$ cat config.mk
export PLATFORM = sky130hd
export DESIGN_NAME = button_and_encoder_event_scanner_unit
export DESIGN_NICKNAME = d
export VERILOG_FILES = /design/src/rtl/core/bes_pkg.sv /design/src/rtl/core/bes_lane.sv /design/src/rtl/core/button_and_encoder_event_scanner_unit.sv
export SDC_FILE = /design/constraint.sdc
export NUM_CORES = 1
export LEC_CHECK = 0
export ABC_AREA = 1
export BUFFER_PORTS_ARGS = -buffer_cell sky130_fd_sc_hd__clkbuf_2
export CAP_MARGIN = 15
export CORE_AREA = 3 3 147 149
export CTS_BUF_LIST = sky130_fd_sc_hd__clkbuf_4
export DETAILED_ROUTE_END_ITERATION = 6
export DIE_AREA = 0 0 150 152
export PLACE_DENSITY = 0.66
export SYNTH_ARGS = -nofsm -noshare
export SYNTH_HDL_FRONTEND = slang
export SYNTH_HIERARCHICAL = 1
export SYNTH_SLANG_ARGS = --single-unit
$ cat constraint.sdc
create_clock -name clk_i -period 5 [get_ports clk_i]
set_input_delay 0.5 -clock clk_i [delete_from_list [all_inputs] [get_ports clk_i]]
set_output_delay 0.5 -clock clk_i [all_outputs]
set_load 0.1 [all_outputs]
$ cat src/rtl/core/bes_pkg.sv
// shared types and constants for the button and encoder event scanner
package bes_pkg;

  localparam int unsigned PinW        = 7;
  localparam int unsigned PinIdxW     = $clog2(PinW);
  localparam int unsigned LockoutW    = 16;
  localparam int unsigned ButtonCount = 5;
  localparam int unsigned EncABit     = 4;
  localparam int unsigned EncBBit     = 5;
  localparam int unsigned EncBtnBit   = 6;

  localparam logic [LockoutW-1:0] LockoutReset = 16'd50;
  localparam logic [PinW-1:0]     PinsIdle     = 7'h7f;
  localparam logic [PinW-1:0]     TurnRight    = 7'h10;
  localparam logic [PinW-1:0]     TurnLeft     = 7'h20;

  // per-button controls for one step of the pipeline
  typedef struct packed {
    logic step;
    logic tick;
    logic fall;
  } lane_ctrl_t;

  // pin bit that a button lane watches: four plain buttons, then the encoder button
  function automatic logic [PinIdxW-1:0] lane_pin(input int unsigned lane);
    logic [PinIdxW-1:0] pin;
    pin = (lane < 4) ? PinIdxW'(lane) : PinIdxW'(EncBtnBit);
    return pin;
  endfunction

endpackage

$ cat src/rtl/core/bes_lane.sv
// one button lane: saturating elapsed-time counter and lockout check
module bes_lane
  import bes_pkg::*;
#(
  parameter int unsigned TIMER_BITS = 16
) (
  input  logic                clk_i,
  input  logic                rst_ni,
  input  lane_ctrl_t          ctrl_i,
  input  logic [LockoutW-1:0] lockout_i,
  output logic                press_o
);

  localparam int unsigned CmpW = (TIMER_BITS > LockoutW) ? TIMER_BITS : LockoutW;

  logic [TIMER_BITS-1:0] cnt_q, cnt_d, cnt_inc;
  logic [CmpW-1:0]       cnt_ext, lock_ext;

  always_comb begin
    cnt_inc = cnt_q;
    if (ctrl_i.tick && (cnt_q != {TIMER_BITS{1'b1}})) begin
      cnt_inc = cnt_q + TIMER_BITS'(1);
    end
  end

  assign cnt_ext  = CmpW'(cnt_inc);
  assign lock_ext = CmpW'(lockout_i);
  assign press_o  = ctrl_i.fall && (cnt_ext > lock_ext);

  always_comb begin
    cnt_d = cnt_q;
    if (ctrl_i.step) begin
      cnt_d = press_o ? '0 : cnt_inc;
    end
  end

  always_ff @(posedge clk_i or negedge rst_ni) begin
    if (!rst_ni) begin
      cnt_q <= '0;
    end else begin
      cnt_q <= cnt_d;
    end
  end

endmodule

$ cat src/rtl/core/button_and_encoder_event_scanner_unit.sv
// Top level of the button and encoder event scanner.
// Data path: an accepted sample is held in the input register, and its event word
// is registered in the output register when the sample steps out of the pipe.
// Throughput: one sample per clock cycle; it stalls only while an event word
// waits in the output register and the next sample also makes an event.
// Reset: counters cleared, previous pins all high, lockout 50 ms, pipeline empty.
module button_and_encoder_event_scanner_unit
  import bes_pkg::*;
#(
  parameter int unsigned TIMER_BITS = 16
) (
  input  logic                clk_i,
  input  logic                rst_ni,
  input  logic                s_axis_tvalid,
  output logic                s_axis_tready,
  input  logic [7:0]          s_axis_tdata,  // [6:0] pins, [7] zero
  input  logic                s_axis_tuser,  // [0] ms_tick
  output logic                m_axis_tvalid,
  input  logic                m_axis_tready,
  output logic [7:0]          m_axis_tdata,  // [6:0] event_bits, [7] zero
  input  logic                cfg_we_i,
  input  logic [LockoutW-1:0] cfg_wdata_i
);

  logic                in_valid_q;
  logic [PinW-1:0]     in_pins_q;
  logic                in_tick_q;
  logic [PinW-1:0]     prev_q;
  logic [LockoutW-1:0] lockout_q;
  logic                out_valid_q;
  logic [PinW-1:0]     out_bits_q;

  logic [PinW-1:0]        falling;
  logic [ButtonCount-1:0] press;
  logic [PinW-1:0]        events;
  logic                   has_event;
  logic                   out_free;
  logic                   step;

  assign falling   = prev_q & ~in_pins_q;
  assign has_event = (events != '0);
  assign out_free  = !out_valid_q || m_axis_tready;
  // a sample with no event leaves the pipe without needing the output slot
  assign step      = in_valid_q && (out_free || !has_event);

  assign s_axis_tready = !in_valid_q || step;

  for (genvar k = 0; k < ButtonCount; k++) begin : g_lane
    lane_ctrl_t ctrl;
    assign ctrl = '{step: step, tick: in_tick_q, fall: falling[lane_pin(k)]};

    bes_lane #(
      .TIMER_BITS(TIMER_BITS)
    ) u_lane (
      .clk_i    (clk_i),
      .rst_ni   (rst_ni),
      .ctrl_i   (ctrl),
      .lockout_i(lockout_q),
      .press_o  (press[k])
    );
  end

  always_comb begin
    events = '0;
    for (int unsigned k = 0; k < ButtonCount; k++) begin
      events[lane_pin(k)] = press[k];
    end
    if (falling[EncABit]) begin
      events = events | (in_pins_q[EncBBit] ? TurnLeft : TurnRight);
    end
  end

  always_ff @(posedge clk_i or negedge rst_ni) begin
    if (!rst_ni) begin
      in_valid_q  <= 1'b0;
      prev_q      <= PinsIdle;
      lockout_q   <= LockoutReset;
      out_valid_q <= 1'b0;
    end else begin
      if (cfg_we_i) begin
        lockout_q <= cfg_wdata_i;
      end
      if (s_axis_tready) begin
        in_valid_q <= s_axis_tvalid;
      end
      if (step) begin
        prev_q <= in_pins_q;
      end
      if (step && has_event) begin
        out_valid_q <= 1'b1;
      end else if (m_axis_tready) begin
        out_valid_q <= 1'b0;
      end
    end
  end

  always_ff @(posedge clk_i) begin
    if (s_axis_tready && s_axis_tvalid) begin
      in_pins_q <= s_axis_tdata[PinW-1:0];
      in_tick_q <= s_axis_tuser;
    end
    if (step && has_event) begin
      out_bits_q <= events;
    end
  end

  assign m_axis_tvalid = out_valid_q;
  assign m_axis_tdata  = {1'b0, out_bits_q};

  a_word_nonzero : assert property (@(posedge clk_i) disable iff (!rst_ni)
    m_axis_tvalid |-> (m_axis_tdata[PinW-1:0] != '0))
    else $error("event word is zero");

  a_one_turn : assert property (@(posedge clk_i) disable iff (!rst_ni)
    m_axis_tvalid |-> !(m_axis_tdata[EncABit] && m_axis_tdata[EncBBit]))
    else $error("both turn directions in one word");

  a_no_overwrite : assert property (@(posedge clk_i) disable iff (!rst_ni)
    (out_valid_q && !m_axis_tready) |-> !(step && has_event))
    else $error("pending event word overwritten");

  a_prev_follows : assert property (@(posedge clk_i) disable iff (!rst_ni)
    step |=> (prev_q == $past(in_pins_q)))
    else $error("previous pins not updated on step");

endmodule

==> key figures <==
STA
  – Tcrit/Tclk final: 0.920
  – Setup Skew: 26.3 ps
  – Final WS setup: 400 ps
  – Worst-Margin Slew: 750 ps
  – Count of final setup violators: 0
  – Relative slew slack: 0.500
  – Post-route minimum period: 4600 ps
  – RSZ-0062 raised after global routing: no
  – Setup TNS: 0 ps
  – Fmax: 0.217 GHz
  – Slew Viols, Final: 0
  – Hold Fails Final Rpt: 0

Floorplanning
  – # rows: 52
  – DIE HEIGHT: 152 um
  – Initial Util: 0.498
  – Die X: 150 um
  – IO Pins: 40
  – Die area: 22,800 um^2
  – Placeable core region: 20,300 um^2

Clock tree
  – H-tree depth: 4
  – CTS buffer count: 17
  – CTS Sinks: 119
  – Clock root buffer: clkbuf_4
  – CTS max path bufs: 2
  – Worst-Skew Late Latency: 560 ps
  – Clk pin slew, worst setup/hold paths: 130 ps
  – CTS tree: done

Route
  – Wl on met1: 11,300 um
  – WL final: 24,800 um
  – Router iterations before antenna repair: 5
  – Uppermost layer routed: met4
  – Met3 wire length: 1200 um
  – DR DRC count: 0
  – Met2 WL: 11,700 um
  – DR vias: 8,977
  – Routed Antenna Nets: 0
  – Vias per inst: 5.06
  – Avg WL per Cell: 14.0 um
  – Drt initial violations: 386

Layout
  – Fill cells: 2,051
  – Fin nets: 1,605
  – Most frequent cells in the layout: nand2_1 (510), inv_1 (190), nor2_1 (131), nand3_1 (96), dfrtp_1 (95)
  – Commonest non-fill, non-tap cell in the layout: nand2_1
  – Post-layout util: 0.534
  – Multi-input gate area: 6050 um^2
  – Sequential Area: 3060 um^2
  – Share of layout cells above drive strength 1: 0.150
  – Area growth syn-to-layout: 7.27%
  – Post-route insts no fill: 1,775

Global route
  – Vias in the first global route: 8,297
  – First-pass GRT wire length: 41,000 um
  – Total GRT Usage: 0.222
  – Pin count of the biggest net entering global routing: 54
  – Initial antenna violation count: 2
  – Gr ovfl total: 0

Setup path
  – WP data required: 4500 ps
  – Crit path DAT: 4100 ps
  – Worst r2r path cells: 24
  – Critical Path Sink Type: primary output
  – Type of origin of the critical path: register
  – Worst Path Max Fanout: 22
  – Kind of critical path: register to primary output

Placed design
  – Port Buffers: 37
  – Placed Cells: 1,738
  – Place WS: 246 ps
  – Placer congestion estimate: 0.868
  – Detailed Place HPWL: 18,100 um

Yosys
  – Synthesized cell area: 10,100 um^2
  – Unique masters post-synth: 34
  – Seq/Total Area, Yosys: 0.303
  – FF+latch count, synth: 119
  – Avg Inst Size Synth: 6.96 um^2
  – Syn_nets: 1,567
  – Ys Warns: 6
  – Post-Syn Instances: 1,452

Power
  – Leak Pwr: 5.72 nW
  – Total power: 4.44 mW
  – Pwr Density: 410 nW/um^2
  – VDD IR max: 214 uV

Job
  – Max-Cap Viols: 0

Outcome
  – Status: completed

Min path
  – Hold WC Path Type: input port to register
  – Hold depth: 1
worst paths after layout:
path / slack [ps] / endpoint / start
min: 110 / in_pins_q[2]$_DFFE_PP_ / s_axis_tdata[2]
min in group asynchronous: 550 / g_lane[4].u_lane/cnt_q[14]$_DFFE_PN0P_ / rst_ni
max reg2reg: 430 / g_lane[3].u_lane/cnt_q[1]$_DFFE_PN0P_ / g_lane[3].u_lane/cnt_q[0]$_DFFE_PN0P_
max: 400 / s_axis_tready / g_lane[3].u_lane/cnt_q[0]$_DFFE_PN0P_
max in group asynchronous: 3220 / g_lane[3].u_lane/cnt_q[5]$_DFFE_PN0P_ / rst_ni
min reg2reg: 470 / prev_q[2]$_DFFE_PN1P_ / prev_q[2]$_DFFE_PN1P_
repair_timing:
item / CTS / global route
setup endpoints to repair: 0 / 81
endpoints found under the hold margin: 5 / 0
hold buffers: 1 / 0
buffers inserted: 0 / 2
gates resized for setup: 0 / 7
flip-flops by register name, indices dropped and copies added (netlist names):
name,count
lockout_q,16
in_tick_q,1
g_lane.u_lane/cnt_q,80
out_bits_q,7
in_valid_q,1
m_axis_tvalid,1
in_pins_q,7
prev_q,6
per-stage QoR:
stage	hold slack (ps)	area (um^2)
CTS	68.8	10800
floorplan	204	10100
detailed placement	454	10500
finish	110	10800
global route	49.0	10800
global placement	450	10500
critical path: stages, from the launching register on:
cell,delay (ps)
dfrtp_1,410
ha_1,230
inv_1,90
nor2_4,190
nand2_4,100
nor2_4,110
nor2_2,30
buf_4,200
nor2_1,130
a21oi_2,60
ha_1,310
nand2_1,70
nor2_1,200
nand2_1,120
o21a_1,230
nand2_4,200
inv_1,90
nor2_1,100
nand2_1,120
nor2_1,150
inv_1,90
nand3_2,110
buf_12,190
layout make-up:
| cell class | instances | area share |
|---|---|---|
| tap | 270 | 0.0312 |
| multi-input combinational | 1096 | 0.558 |
| timing repair buffer | 53 | 0.0312 |
| sequential | 119 | 0.283 |
| antenna | 2 | 0.000462 |
| clock inverter | 15 | 0.0134 |
| inverter | 203 | 0.0711 |
| clock buffer | 17 | 0.0118 |
where the power goes:
group | internal, mW | total, mW | leakage [nW] | switching (mW)
logic | 0.750 | 2.08 | 4.14 | 1.33
clock network | 0.256 | 0.694 | 0.134 | 0.438
registers | 1.27 | 1.67 | 1.45 | 0.395
cell usage after synthesis:
cell         n  area [um^2]
a21oi_1     30          150
o21ai_0     15         75.1
ha_1        85         1060
o21a_1       5         37.5
mux2_1       3         33.8
o21bai_1    15          113
nand3b_1    20          150
nor2_1     131          492
conb_1       1         3.75
xnor2_1     15          131
dfstp_2      9          236
nor2_2      16          100
o2bb2ai_1    1         8.76
nor2_4      15          169
o21ai_1     10         50.1
o21ai_4      6         97.6
buf_2       12         60.1
inv_1      192          721
nand3_1     96          480
a21oi_2     20          175
dfrtp_1     95         2380
buf_6       11          124
nand2_2     42          263
nand2_4      6         67.6
nand2_1    510         1910
edfxtp_1    15          450
mux2_2      13          146
buf_4        6         45.0
inv_2       11         41.3
nand3_2      1         10.0
nand4_1     20          125
clkbuf_1     5         18.8
xor2_1      15          131
a21o_1       5         37.5
metal layers:
layer / vias to the layer above / GRT usage
met5: - / 0
met3: 28 / 0.0402
met2: 170 / 0.366
met4: 0 / 0.0662
met1: 4137 / 0.297
li1: 4642 / -
logic make-up after synthesis:
family / Yosys count / share of synthesized area
buf+inv: 237 / 0.100
flops: 119 / 0.303
simple gates: 857 / 0.373
other cells: 1 / 0.000371
fa+ha+maj: 85 / 0.105
mux: 16 / 0.0178
xor+xnor: 30 / 0.0260
compound gates: 107 / 0.0737
No activity file was read; power rests on OpenSTA's default activity.
